`src/rtl/core/gfbr_pkg.sv`:
```
// Package for the gated FIFO with burst release.
// Holds the channel payload structs, the result kinds and the front-to-back command.
// No dependencies.
package gfbr_pkg;

  localparam int ID_W       = 32;  // identifier width on both channels
  localparam int WAIT_W     = 7;   // width of the waiting count in a result
  localparam int BURST_W    = 7;   // width of the burst_size register
  localparam int RESULT_CAP = 64;  // most results one toggle may cause

  // Result kinds, also used as command opcodes
  typedef enum logic [2:0] {
    KIND_PASSED      = 3'd0,
    KIND_QUEUED      = 3'd1,
    KIND_DROPPED     = 3'd2,
    KIND_RELEASED    = 3'd3,
    KIND_CLOSED      = 3'd4,
    KIND_OPENED_NONE = 3'd5
  } kind_t;

  typedef struct packed {
    logic            action;
    logic [ID_W-1:0] vehicle_id;
  } in_item_t;

  typedef struct packed {
    kind_t             kind;
    logic [ID_W-1:0]   item_id;
    logic              gate_open;
    logic [WAIT_W-1:0] waiting;
    logic              last;
  } out_item_t;

  // Classified command handed from front to back. For a release, waiting is
  // the fill count before the burst and count_n the number of entries to drain.
  typedef struct packed {
    kind_t              op;
    logic [ID_W-1:0]    id;
    logic               gate_after;
    logic [WAIT_W-1:0]  waiting;
    logic [BURST_W-1:0] count_n;
  } cmd_t;

  typedef enum logic {
    BK_IDLE,
    BK_RELEASE
  } back_state_t;

endpackage

```
`src/rtl/core/gfbr_front.sv`:
```
// Front end: accepts input beats, tracks the gate and the fill count, and
// classifies each beat into a command for the back end. Uses gfbr_pkg.
module gfbr_front import gfbr_pkg::*; #(
  parameter int QUEUE_DEPTH = 64
) (
  input  logic               clk,
  input  logic               rst_n,
  input  logic               in_valid,
  output logic               in_ready,
  input  in_item_t           in_data,
  input  logic               cfg_valid,
  input  logic [BURST_W-1:0] cfg_data,
  input  logic               cmd_full,
  output logic               cmd_push,
  output cmd_t               cmd_data
);

  localparam int CW = $clog2(QUEUE_DEPTH + 1);
  localparam int MW = (CW > WAIT_W) ? CW : WAIT_W;

  logic               gate_r, gate_nxt;
  logic [CW-1:0]      count_r, count_nxt;
  logic [BURST_W-1:0] burst_r;

  logic [MW-1:0]      count_ext;
  logic [MW-1:0]      count_inc;
  logic [BURST_W-1:0] cap_burst;
  logic [BURST_W-1:0] n_rel;
  logic [MW-1:0]      count_dec;

  assign in_ready = !cmd_full;
  assign cmd_push = in_valid && in_ready;

  assign count_ext = MW'(count_r);
  assign count_inc = count_ext + MW'(1);
  // limit the burst to the per-toggle cap, then to what is queued
  assign cap_burst = (burst_r > BURST_W'(RESULT_CAP)) ? BURST_W'(RESULT_CAP) : burst_r;
  assign n_rel     = (count_ext < MW'(cap_burst)) ? BURST_W'(count_ext) : cap_burst;
  assign count_dec = count_ext - MW'(n_rel);

  // Classify the beat and work out the gate and count it leaves behind
  always_comb begin
    gate_nxt            = gate_r;
    count_nxt           = count_r;
    cmd_data.op         = KIND_PASSED;
    cmd_data.id         = in_data.vehicle_id;
    cmd_data.gate_after = gate_r;
    cmd_data.waiting    = count_ext[WAIT_W-1:0];
    cmd_data.count_n    = '0;
    if (!in_data.action) begin
      if (gate_r) begin
        cmd_data.op = KIND_PASSED;
      end else if (count_ext >= MW'(QUEUE_DEPTH)) begin
        cmd_data.op = KIND_DROPPED;
      end else begin
        cmd_data.op      = KIND_QUEUED;
        cmd_data.waiting = count_inc[WAIT_W-1:0];
        count_nxt        = CW'(count_inc);
      end
    end else begin
      cmd_data.id = '0;
      if (gate_r) begin
        cmd_data.op         = KIND_CLOSED;
        cmd_data.gate_after = 1'b0;
        gate_nxt            = 1'b0;
      end else if (n_rel == '0) begin
        cmd_data.op         = KIND_OPENED_NONE;
        cmd_data.gate_after = 1'b1;
        gate_nxt            = 1'b1;
      end else begin
        cmd_data.op         = KIND_RELEASED;
        cmd_data.gate_after = 1'b0;
        cmd_data.count_n    = n_rel;
        count_nxt           = CW'(count_dec);
      end
    end
  end

  // Advance gate and count on each accepted beat; take register writes
  always_ff @(posedge clk) begin
    if (!rst_n) begin
      gate_r  <= 1'b0;
      count_r <= '0;
      burst_r <= '0;
    end else begin
      if (cmd_push) begin
        gate_r  <= gate_nxt;
        count_r <= count_nxt;
      end
      if (cfg_valid) begin
        burst_r <= cfg_data;
      end
    end
  end

endmodule

```
`src/rtl/core/gfbr_cmd_fifo.sv`:
```
// Two-entry command queue between front and back end.
// Uses gfbr_pkg for the command struct.
module gfbr_cmd_fifo import gfbr_pkg::*; (
  input  logic clk,
  input  logic rst_n,
  input  logic push,
  input  cmd_t push_data,
  output logic full,
  input  logic pop,
  output logic cmd_valid,
  output cmd_t cmd_data
);

  cmd_t       entry_r [2];
  logic       wr_ptr_r;
  logic       rd_ptr_r;
  logic [1:0] cnt_r;

  assign full      = (cnt_r == 2'd2);
  assign cmd_valid = (cnt_r != 2'd0);
  assign cmd_data  = entry_r[rd_ptr_r];

  // Hold the entries
  always_ff @(posedge clk) begin
    if (push) begin
      entry_r[wr_ptr_r] <= push_data;
    end
  end

  // Advance pointers and occupancy
  always_ff @(posedge clk) begin
    if (!rst_n) begin
      wr_ptr_r <= 1'b0;
      rd_ptr_r <= 1'b0;
      cnt_r    <= 2'd0;
    end else begin
      if (push) wr_ptr_r <= !wr_ptr_r;
      if (pop)  rd_ptr_r <= !rd_ptr_r;
      unique case ({push, pop})
        2'b10:   cnt_r <= cnt_r + 2'd1;
        2'b01:   cnt_r <= cnt_r - 2'd1;
        default: cnt_r <= cnt_r;
      endcase
    end
  end

  a_cnt_range: assert property (@(posedge clk) disable iff (!rst_n) cnt_r != 2'd3)
    else $error("command queue occupancy out of range");

endmodule

```
`src/rtl/core/gfbr_back.sv`:
```
// Back end: executes commands against the identifier store and drives the
// result register. Uses gfbr_pkg; fed by gfbr_cmd_fifo.
module gfbr_back import gfbr_pkg::*; #(
  parameter int QUEUE_DEPTH = 64
) (
  input  logic      clk,
  input  logic      rst_n,
  input  logic      cmd_valid,
  input  cmd_t      cmd_data,
  output logic      cmd_pop,
  output logic      out_valid,
  input  logic      out_ready,
  output out_item_t out_data
);

  localparam int AW = (QUEUE_DEPTH > 1) ? $clog2(QUEUE_DEPTH) : 1;

  logic [ID_W-1:0]    mem [QUEUE_DEPTH];
  logic [ID_W-1:0]    rdata_r;

  back_state_t        state_r, state_nxt;
  logic [AW-1:0]      head_r, head_nxt;
  logic [AW-1:0]      tail_r, tail_nxt;
  logic [BURST_W-1:0] rem_r, rem_nxt;
  logic [WAIT_W-1:0]  wait_r, wait_nxt;
  logic               out_valid_r, out_valid_nxt;
  out_item_t          out_data_r, out_data_nxt;

  logic               load_ok;
  logic               out_load;
  logic               rd_en;
  logic               wr_en;

  assign load_ok   = !out_valid_r || out_ready;
  assign out_valid = out_valid_r;
  assign out_data  = out_data_r;

  function automatic logic [AW-1:0] next_slot(input logic [AW-1:0] p);
    next_slot = (p == AW'(QUEUE_DEPTH - 1)) ? '0 : p + AW'(1);
  endfunction

  // Sequence commands: single results load at once, a release drains one
  // entry per beat with the store read running one step ahead
  always_comb begin
    state_nxt    = state_r;
    head_nxt     = head_r;
    tail_nxt     = tail_r;
    rem_nxt      = rem_r;
    wait_nxt     = wait_r;
    out_data_nxt = out_data_r;
    out_load     = 1'b0;
    cmd_pop      = 1'b0;
    rd_en        = 1'b0;
    wr_en        = 1'b0;
    unique case (state_r)
      BK_IDLE: begin
        if (cmd_valid) begin
          if (cmd_data.op == KIND_RELEASED) begin
            cmd_pop   = 1'b1;
            rd_en     = 1'b1;
            head_nxt  = next_slot(head_r);
            rem_nxt   = cmd_data.count_n;
            wait_nxt  = cmd_data.waiting;
            state_nxt = BK_RELEASE;
          end else if (load_ok) begin
            cmd_pop                = 1'b1;
            out_load               = 1'b1;
            out_data_nxt.kind      = cmd_data.op;
            out_data_nxt.item_id   = cmd_data.id;
            out_data_nxt.gate_open = cmd_data.gate_after;
            out_data_nxt.waiting   = cmd_data.waiting;
            out_data_nxt.last      = 1'b1;
            if (cmd_data.op == KIND_QUEUED) begin
              wr_en    = 1'b1;
              tail_nxt = next_slot(tail_r);
            end
          end
        end
      end
      BK_RELEASE: begin
        if (load_ok) begin
          out_load               = 1'b1;
          out_data_nxt.kind      = KIND_RELEASED;
          out_data_nxt.item_id   = rdata_r;
          out_data_nxt.gate_open = 1'b0;
          out_data_nxt.waiting   = wait_r - WAIT_W'(1);
          out_data_nxt.last      = (rem_r == BURST_W'(1));
          wait_nxt               = wait_r - WAIT_W'(1);
          rem_nxt                = rem_r - BURST_W'(1);
          if (rem_r == BURST_W'(1)) begin
            state_nxt = BK_IDLE;
          end else begin
            rd_en    = 1'b1;
            head_nxt = next_slot(head_r);
          end
        end
      end
      default: state_nxt = BK_IDLE;
    endcase
    if (out_load) begin
      out_valid_nxt = 1'b1;
    end else if (out_ready) begin
      out_valid_nxt = 1'b0;
    end else begin
      out_valid_nxt = out_valid_r;
    end
  end

  // Identifier store: write at the tail, registered read at the head
  always_ff @(posedge clk) begin
    if (wr_en) begin
      mem[tail_r] <= cmd_data.id;
    end
    if (rd_en) begin
      rdata_r <= mem[head_r];
    end
  end

  // Hold the result payload until the next load
  always_ff @(posedge clk) begin
    if (out_load) begin
      out_data_r <= out_data_nxt;
    end
  end

  // Control state
  always_ff @(posedge clk) begin
    if (!rst_n) begin
      state_r     <= BK_IDLE;
      head_r      <= '0;
      tail_r      <= '0;
      rem_r       <= '0;
      wait_r      <= '0;
      out_valid_r <= 1'b0;
    end else begin
      state_r     <= state_nxt;
      head_r      <= head_nxt;
      tail_r      <= tail_nxt;
      rem_r       <= rem_nxt;
      wait_r      <= wait_nxt;
      out_valid_r <= out_valid_nxt;
    end
  end

  a_rem_live: assert property (@(posedge clk) disable iff (!rst_n)
    state_r == BK_RELEASE |-> rem_r != '0)
    else $error("release burst running with nothing left to drain");

  a_burst_end: assert property (@(posedge clk) disable iff (!rst_n)
    (state_r == BK_RELEASE && load_ok && rem_r == BURST_W'(1)) |=> state_r == BK_IDLE)
    else $error("release burst did not finish after its last beat");

  a_no_pop_mid_burst: assert property (@(posedge clk) disable iff (!rst_n)
    state_r == BK_RELEASE |-> !cmd_pop && !wr_en)
    else $error("command taken while a release burst is running");

endmodule

```
`src/rtl/core/gated_fifo_burst_release.sv`:
```
// Gated FIFO with burst release.
// Input beats (in_valid/in_ready, in_data) carry either an arrival with a
// vehicle identifier or a toggle of the gate. Each result beat (out_valid/
// out_ready, out_data) reports passed, queued, dropped, released, closed or
// opened-with-none, with the gate state, the waiting count and a last flag.
// cfg_valid/cfg_data write burst_size; cfg_ready is always high, and writes
// should only be made while the block is idle.
// A result is taken from the command queue into the result register; a
// release burst first reads the store, then shows one identifier per cycle
// while the receiver accepts. Arrivals and closing toggles sustain one beat
// per cycle while the receiver accepts; a toggle that releases identifiers
// holds the back end for its burst, bounded by the single store read port.
// A two-entry command queue sits between front and back, so input beats keep
// being accepted while a burst drains until that queue fills.
// Reset (rst_n low, synchronous) empties the FIFO, closes the gate and sets
// burst_size to zero; the store is not cleared, as entries are only read
// after being written. When the receiver stalls, the result is held and the
// back end, then the command queue, then in_ready back up in turn.
// Depends on gfbr_pkg, gfbr_front, gfbr_cmd_fifo and gfbr_back.
module gated_fifo_burst_release import gfbr_pkg::*; #(
  parameter int QUEUE_DEPTH = 64
) (
  input  logic               clk,
  input  logic               rst_n,
  input  logic               in_valid,
  output logic               in_ready,
  input  in_item_t           in_data,
  output logic               out_valid,
  input  logic               out_ready,
  output out_item_t          out_data,
  input  logic               cfg_valid,
  output logic               cfg_ready,
  input  logic [BURST_W-1:0] cfg_data
);

  logic cmd_push;
  logic cmd_full;
  logic cmd_pop;
  logic cmd_valid;
  cmd_t cmd_in;
  cmd_t cmd_out;

  assign cfg_ready = 1'b1;

  gfbr_front #(
    .QUEUE_DEPTH(QUEUE_DEPTH)
  ) u_front (
    .clk      (clk),
    .rst_n    (rst_n),
    .in_valid (in_valid),
    .in_ready (in_ready),
    .in_data  (in_data),
    .cfg_valid(cfg_valid),
    .cfg_data (cfg_data),
    .cmd_full (cmd_full),
    .cmd_push (cmd_push),
    .cmd_data (cmd_in)
  );

  gfbr_cmd_fifo u_cmd_fifo (
    .clk      (clk),
    .rst_n    (rst_n),
    .push     (cmd_push),
    .push_data(cmd_in),
    .full     (cmd_full),
    .pop      (cmd_pop),
    .cmd_valid(cmd_valid),
    .cmd_data (cmd_out)
  );

  gfbr_back #(
    .QUEUE_DEPTH(QUEUE_DEPTH)
  ) u_back (
    .clk      (clk),
    .rst_n    (rst_n),
    .cmd_valid(cmd_valid),
    .cmd_data (cmd_out),
    .cmd_pop  (cmd_pop),
    .out_valid(out_valid),
    .out_ready(out_ready),
    .out_data (out_data)
  );

endmodule
```
`config.mk`:
```
export PLATFORM = sky130hd
export DESIGN_NAME = gated_fifo_burst_release
export DESIGN_NICKNAME = d
export VERILOG_FILES = /design/src/rtl/core/gfbr_pkg.sv /design/src/rtl/core/gfbr_front.sv /design/src/rtl/core/gfbr_cmd_fifo.sv /design/src/rtl/core/gfbr_back.sv /design/src/rtl/core/gated_fifo_burst_release.sv
export SDC_FILE = /design/constraint.sdc
export NUM_CORES = 2
export LEC_CHECK = 0
export BUFFER_PORTS_ARGS = -buffer_cell sky130_fd_sc_hd__buf_2
export CAP_MARGIN = 20
export CORE_ASPECT_RATIO = 0.9
export CORE_MARGIN = 2
export CORE_UTILIZATION = 40
export DETAILED_ROUTE_END_ITERATION = 7
export HOLD_SLACK_MARGIN = 0.05
export PLACE_DENSITY_LB_ADDON = 0.05
export SETUP_SLACK_MARGIN = 0.05
export SLEW_MARGIN = 20
export SYNTH_ARGS = -nofsm -noshare
export SYNTH_HDL_FRONTEND = slang
export SYNTH_SLANG_ARGS = --single-unit
```
`constraint.sdc`:
```
create_clock -name clk -period 5.75 [get_ports clk]
set_input_delay 1.4375 -clock clk [delete_from_list [all_inputs] [get_ports clk]]
set_output_delay 1.4375 -clock clk [all_outputs]
set_load 0.02 [all_outputs]
```
---- After elaboration in Yosys (flattened, before gate mapping) ----
Memory sizes are Yosys's and may differ from the RTL's. A register that Yosys moved wholly into a read port is not among the register bits.
Cells that the tools add are included.
operators by class
  add/sub/neg operators ................... 8
  magnitude comparators ................... 3
  eq/ne operators ......................... 16
  mux-type cells .......................... 67
  bitwise operators ....................... 2
  reduce and logical (&&, ||, !) cells .... 16
operators with widths
  cell                   number
  $mux W44               4
  $mux W7                17
  $pmux W44 S2           1
  $mux W6                6
  $mux W33               1
  $pmux W7 S2            2
  $mux W1                26
  $sub A7 B1 Y7 const B  2
  $add A6 B1 Y6 const B  2
  $eq A6 B6 Y1 const B   2
  $ne A2 B2 Y1 const B   6
  $pmux W6 S2            1
  $reduce_and A5 Y1      2
  $mux W3                3
  $add A7 B1 Y7 const B  1
  $eq A7 B1 Y1 const B   1
  $ge A7 B7 Y1 const B   1
  $gt A7 B7 Y1 const B   1
  $logic_not A7 Y1       1
  $lt A7 B7 Y1           1
  $sub A7 B7 Y7          1
  $pmux W1 S2            3
  $reduce_and A3 Y1      2
  $reduce_bool A2 Y1     3
  other kinds (15)       22
storage, ports and cells
  register bits ........................... 91
  memory bits (writable) .................. 2148
  input port bits ......................... 45
  output and inout bits ................... 47
  logic and storage cells ................. 131
  memories ................................ 2
memories
  name                depth  width  read ports  clocked after memory_dff  wr ports  line                 text
  u_back.mem          64     32     1           1                         1         gfbr_back.sv:18      logic [ID_W-1:0] mem [QUEUE_DEPTH];
  u_cmd_fifo.entry_r  2      50     1           1                         1         gfbr_cmd_fifo.sv:14  cmd_t entry_r [2];

---- Longest topological paths before layout ----
  depth in word-level cells ............... 8
  depth in mapped cells ................... 16
  depth with buffers taken out ............ 16

---- Cells and area by module ----
A second synthesis with hierarchy kept.
second synthesis, totals
  cell total of the unflattened synthesis .. 4112
  area total of the unflattened synthesis .. 88029.4 um^2
modules (own cells, without submodules)
  module                    instances  cells each  area each (um^2)
  gfbr_back                 1          3697        82491.6
  gfbr_cmd_fifo             1          178         3813.7
  gfbr_front                1          235         1712.9
  gated_fifo_burst_release  1          2           11.3

---- Worst setup path before layout ----
OpenSTA, ideal clock, no wires.
  path kind ............................... input-to-reg
  start point ............................. input out_ready
  end point ............................... memory u_back.mem[40][0], enable pin
  setup time .............................. 503 ps
  arrival ................................. 5313 ps
  data required time ...................... 5247 ps
  slack ................................... -66 ps
  stages on the path ...................... 5
  cells stage by stage .................... nor2b_1 nor3_1 o21a_1 nand4b_1 nor4_1
on the way
  word-level cells in the longest chain between the ends .. 7
ends and longest elaborated chain
  element                        line                            text
  from (decl)                    gated_fifo_burst_release.sv:29  input logic out_ready,
  $logic_or A1 B1 Y1             gfbr_back.sv:34                 assign load_ok = !out_valid_r || out_ready;
  $mux W1                        gfbr_back.sv:65                 end else if (load_ok) begin
  $mux W1                        gfbr_back.sv:58                 if (cmd_data.op == KIND_RELEASED) begin
  $mux W1                        gfbr_back.sv:57                 if (cmd_valid) begin
  $mux W1                        gfbr_back.sv:55                 unique case (state_r)
  $mux W1                        gfbr_back.sv:111                if (wr_en) begin
  $mux W1 (implied by the code)  gfbr_back.sv:112                mem[tail_r] <= cmd_data.id;
  to (decl)                      gfbr_back.sv:18
No other way between the ends.

---- Final worst setup path ----
  start point ............................. register u_front.burst_r[6]
  end point ............................... register u_front.count_r[4] (netlist: u_front.count_ext[4])
on the way
  word-level cells in the longest chain between the ends .. 8
ends and longest elaborated chain
  element                 line              text
  from (decl)             gfbr_front.sv:23  logic [BURST_W-1:0] burst_r;
  from (signal assigned)  gfbr_front.sv:91  burst_r <= cfg_data;
  $gt A7 B7 Y1            gfbr_front.sv:37  assign cap_burst = (burst_r > BURST_W'(RESULT_CAP)) ? BURST_W'(RESULT_CAP) : burst_r;
  $mux W7 (*)             gfbr_front.sv:37
  $lt A7 B7 Y1            gfbr_front.sv:38  assign n_rel = (count_ext < MW'(cap_burst)) ? BURST_W'(count_ext) : cap_burst;
  $mux W7 (*)             gfbr_front.sv:38
  $sub A7 B7 Y7           gfbr_front.sv:39  assign count_dec = count_ext - MW'(n_rel);
  $mux W7                 gfbr_front.sv:66  end else if (n_rel == '0) begin
  $mux W7                 gfbr_front.sv:62  if (gate_r) begin
  $mux W7                 gfbr_front.sv:50  if (!in_data.action) begin
  to (signal assigned)    gfbr_front.sv:88  count_r <= count_nxt;
  to (decl)               gfbr_front.sv:22  logic [CW-1:0] count_r, count_nxt;
Every way passes the cells marked *; elsewhere a longest branch is shown, timed or not. The select of a mux whose other input is x is not followed.
A chain may end at the register's enable or synchronous reset.

==> summary.txt <==
Pwr
  • Logic gate share of total power: 21.0%
  • Net Sw Frac: 28.2%
  • Sequential Power Share: 46.0%
  • VDD IR max: 0.000275 V
  • Clk pwr share: 33.0%
  • Internal: 31.8 mW
  • Leak: 30.3 nW
  • Psw: 12.5 mW
  • Power density cells: 443 nW/um2

Timing
  • Slew Limit Headroom: 17.6%
  • Final period util: 67.6%
  • Max Freq: 257 MHz
  • Final setup margin: 1860 ps
  • Clock Skews: 63.8 ps
  • Final Hold Viols: 0
  • Worst Tran Pin Value: 1240 ps
  • Max Slew Vio Count: 0
  • Final setup fails: 0
  • Final setup TNS: 0 ps
  • RSZ-0062 raised after global routing: no
  • Final Critical Period: 3890 ps

Floorplanning
  • Die area: 222000 um2
  • Initial core utilization: 40.3%
  • Chip width: 497 um
  • I/O pins: 92
  • Die Span Y: 448 um
  • Core area: 217000 um2
  • FP Rows: 162

Synth
  • Seq/Total Area, Yosys: 77.4%
  • FFs w/ async S/R, synth: 0%
  • Number of warnings issued by yosys: 0
  • Post-synth EDFFs: 2224
  • Top FF cell, synth: edfxtp_1
  • Syn Inst Count: 3790
  • Yosys cell types: 62
  • Syn Nets: 3856
  • Synthesized area: 87500 um2
  • Avg Cell Area, Syn: 23.1 um2
  • Number of synthesized register bits: 2272

Routing
  • Post-DR wirelength/cell: 33.5 um
  • Routed wire length: 240 mm
  • Vias: 40400
  • Detail Route Antenna Nets: 0
  • TritonRoute pass-1 iters: 5
  • DRC: 0
  • Initial drt markers: 4560
  • Post-DR vias/cell: 5.63

Placed design
  • Post-DP HPWL: 148 mm
  • Placed cell area: 92700 um2
  • Setup WS pre-CTS: 1350 ps
  • Port bufs: 90
  • Gpl congestion: 0.787

Finish
  • Final layout net count: 4157
  • Post-route cell area: 100000 um2
  • FILL cells: 18000
  • Layout cell share with drive strength beyond 1: 32.4%
  • Area Growth Syn to Fin: 14.5%

Outcome
  • Status: complete, no violations

Global routing
  • Largest net degree at the start of global routing: 86
  • Vias in the first global route: 40900
  • Total GRT Usage: 21.6%
  • Initial antenna violation count: 26
  • First-pass GRT wire length: 334 mm
  • Overflow after GRT: 0

Setup path
  • Crit path buf inv count: 1
  • Worst path max stage delay: 560 ps
  • Critical-path top delay cell: a21oi_2
  • Crit end category: flop
  • Crit path top cell by count: o21ai_0
  • Critical path cell sequence: clkinv_1 -> nand2_1 -> ha_1 -> o21ai_0 -> o21bai_1 -> a21oi_2 -> o21ai_0 -> ha_1 -> fa_1 -> nor2b_1 -> o21ai_0 -> a211oi_1 -> o21ai_0 -> a21oi_1 -> o21a_1
  • CP arrival: 4720 ps
  • Worst Setup Start Kind: flop
  • CP Max Fanout: 17
  • CP top delay family: compound AO/OA/AOI/OAI gates
  • Crit path required time: 6580 ps
  • Crit Path Class: reg2reg

Clock network
  • H-tree depth: 4
  • CTS root buf: clkbuf_16
  • Clock-pin slew on the worst setup and hold paths: 60 ps
  • TritonCTS clock tree: done
  • CTS sink cnt: 2272
  • Skew-Pair Late Insertion Delay: 880 ps
  • Cts hold-fix bufs: 0
  • Clock tree buffer depth: 3
  • Post-CTS sizing: 0
  • Setup Fix Bufs, Post-CTS: 0
  • CTS buffer count: 232

Job
  • Maxcap violations: 0

Min path
  • HP Class: reg2reg
## cells in the mapped netlist, drive strengths merged (20+ instances only)
library cell	instances	area share [%]
dfxtp	48	1.1
nor2	128	0.55
mux4	638	16
mux2i	22	0.25
ha	20	0.29
clkbuf	122	0.52
a21oi	39	0.23
a22oi	65	0.56
nor2b	47	0.34
nand2	92	0.39
buf	86	0.67
mux2	67	0.86
edfxtp	2224	76
o21ai	26	0.15
## per-layer routing
metal | vias up | global-route usage (%) | wire, um
li1 | 16700 | - | -
met1 | 22100 | 31.7 | 108000
met2 | 1237 | 33.5 | 112000
met3 | 265 | 4.41 | 15700
met4 | 0 | 4.88 | 4620
met5 | - | 0 | 0
## metrics by stage
step / power, mW / hold WS, ps / util, % / instances
floorplan: 26.5 / 444 / - / 3790
global placement: 30.3 / 452 / 42.7 / 6723
CTS: 45.0 / 472 / 46.1 / 7152
detailed placement: 30.3 / 463 / 42.7 / 6723
finish: 44.4 / 468 / 46.1 / 7164
global route: 46.1 / 497 / 46.1 / 7157
## logic make-up after synthesis
kind of cell	synth area share, %
buf+inv	1.27
simple gates	1.88
xor+xnor	0.240
fa+ha+maj	0.309
flops	77.4
mux	17.5
other cells	0.00429
compound gates	1.32
## power by group through the flow
stage	clock, mW	sequential (mW)	combinational, mW
final	14.7	20.4	9.31
after global placement	0	20.8	9.56
after global routing	15.6	20.4	10.0
after floorplan	0	20.8	5.79
after detailed placement	0	20.8	9.59
after CTS	15.0	20.4	9.60
## worst register-to-register path: stages (launching register included)
cell      delay (ps)
dfxtp_1          430
clkinv_1         260
nand2_1          160
ha_1             230
o21ai_0          170
o21bai_1         110
a21oi_2          560
o21ai_0          240
ha_1             260
fa_1             440
nor2b_1          170
o21ai_0           90
a211oi_1         270
o21ai_0          130
a21oi_1          180
o21a_1           140
## flip-flops by register name, summed over array words and instances (netlist names), named ones only
name	count
u_back.mem	2048
u_cmd_fifo.entry_r	100
u_back.out_data	44
u_back.rdata_r	32
u_back.rem_r	7
u_back.wait_r	7
u_front.burst_r	7
u_front.count_ext	7
u_back.head_r	6
u_back.tail_r	6
u_cmd_fifo.cnt_r	2
u_back.out_valid	1
u_back.state_r	1
u_cmd_fifo.rd_ptr_r	1
u_cmd_fifo.wr_ptr_r	1
u_front.gate_r	1
## cell usage in the layout, fill, tap and decap left out, types with 8 or more instances in the layout
master,netlist,routed
clkinv_1,2,61
diode_2,0,8
o21ai_0,21,21
xnor2_1,12,12
mux2_2,67,64
o21a_1,8,8
inv_1,14,13
bufinv_16,0,18
nor2_4,0,66
a22oi_1,65,65
buf_12,0,27
nand2_1,92,92
nor2_1,128,62
mux2i_1,22,22
buf_2,31,90
buf_4,6,157
edfxtp_1,2224,2224
mux4_2,638,638
dfxtp_1,48,43
clkbuf_1,122,52
nor2b_1,47,45
clkbuf_16,0,234
ha_1,20,20
xor2_1,12,12
clkinv_2,0,40
nor3_1,15,15
a21oi_1,38,38
a211oi_1,12,12
clkinvlp_4,0,8
## worst paths after layout
path                           start                   end  slack (ps)  cells after the start
setup reg to reg  u_front.burst_r[6]  u_front.count_ext[4]        1860                     15
hold / removal      u_back.wait_r[6]      u_back.wait_r[6]         470                      2
setup / recovery  u_front.burst_r[6]  u_front.count_ext[4]        1860                     15
hold reg to reg     u_back.wait_r[6]      u_back.wait_r[6]         470                      2
## area by class of cell
type	instances	area, um2	area share [%]
sequential	2272	67800	67.7
multi-input combinational	1293	19200	19.2
clock buffer	288	6080	6.07
tap	2870	3590	3.59
timing repair buffer	275	2180	2.18
clock inverter	141	1270	1.27
inverter	17	63.8	0.0637
antenna	8	20.0	0.0200
Power figures use the tool's default switching activity.
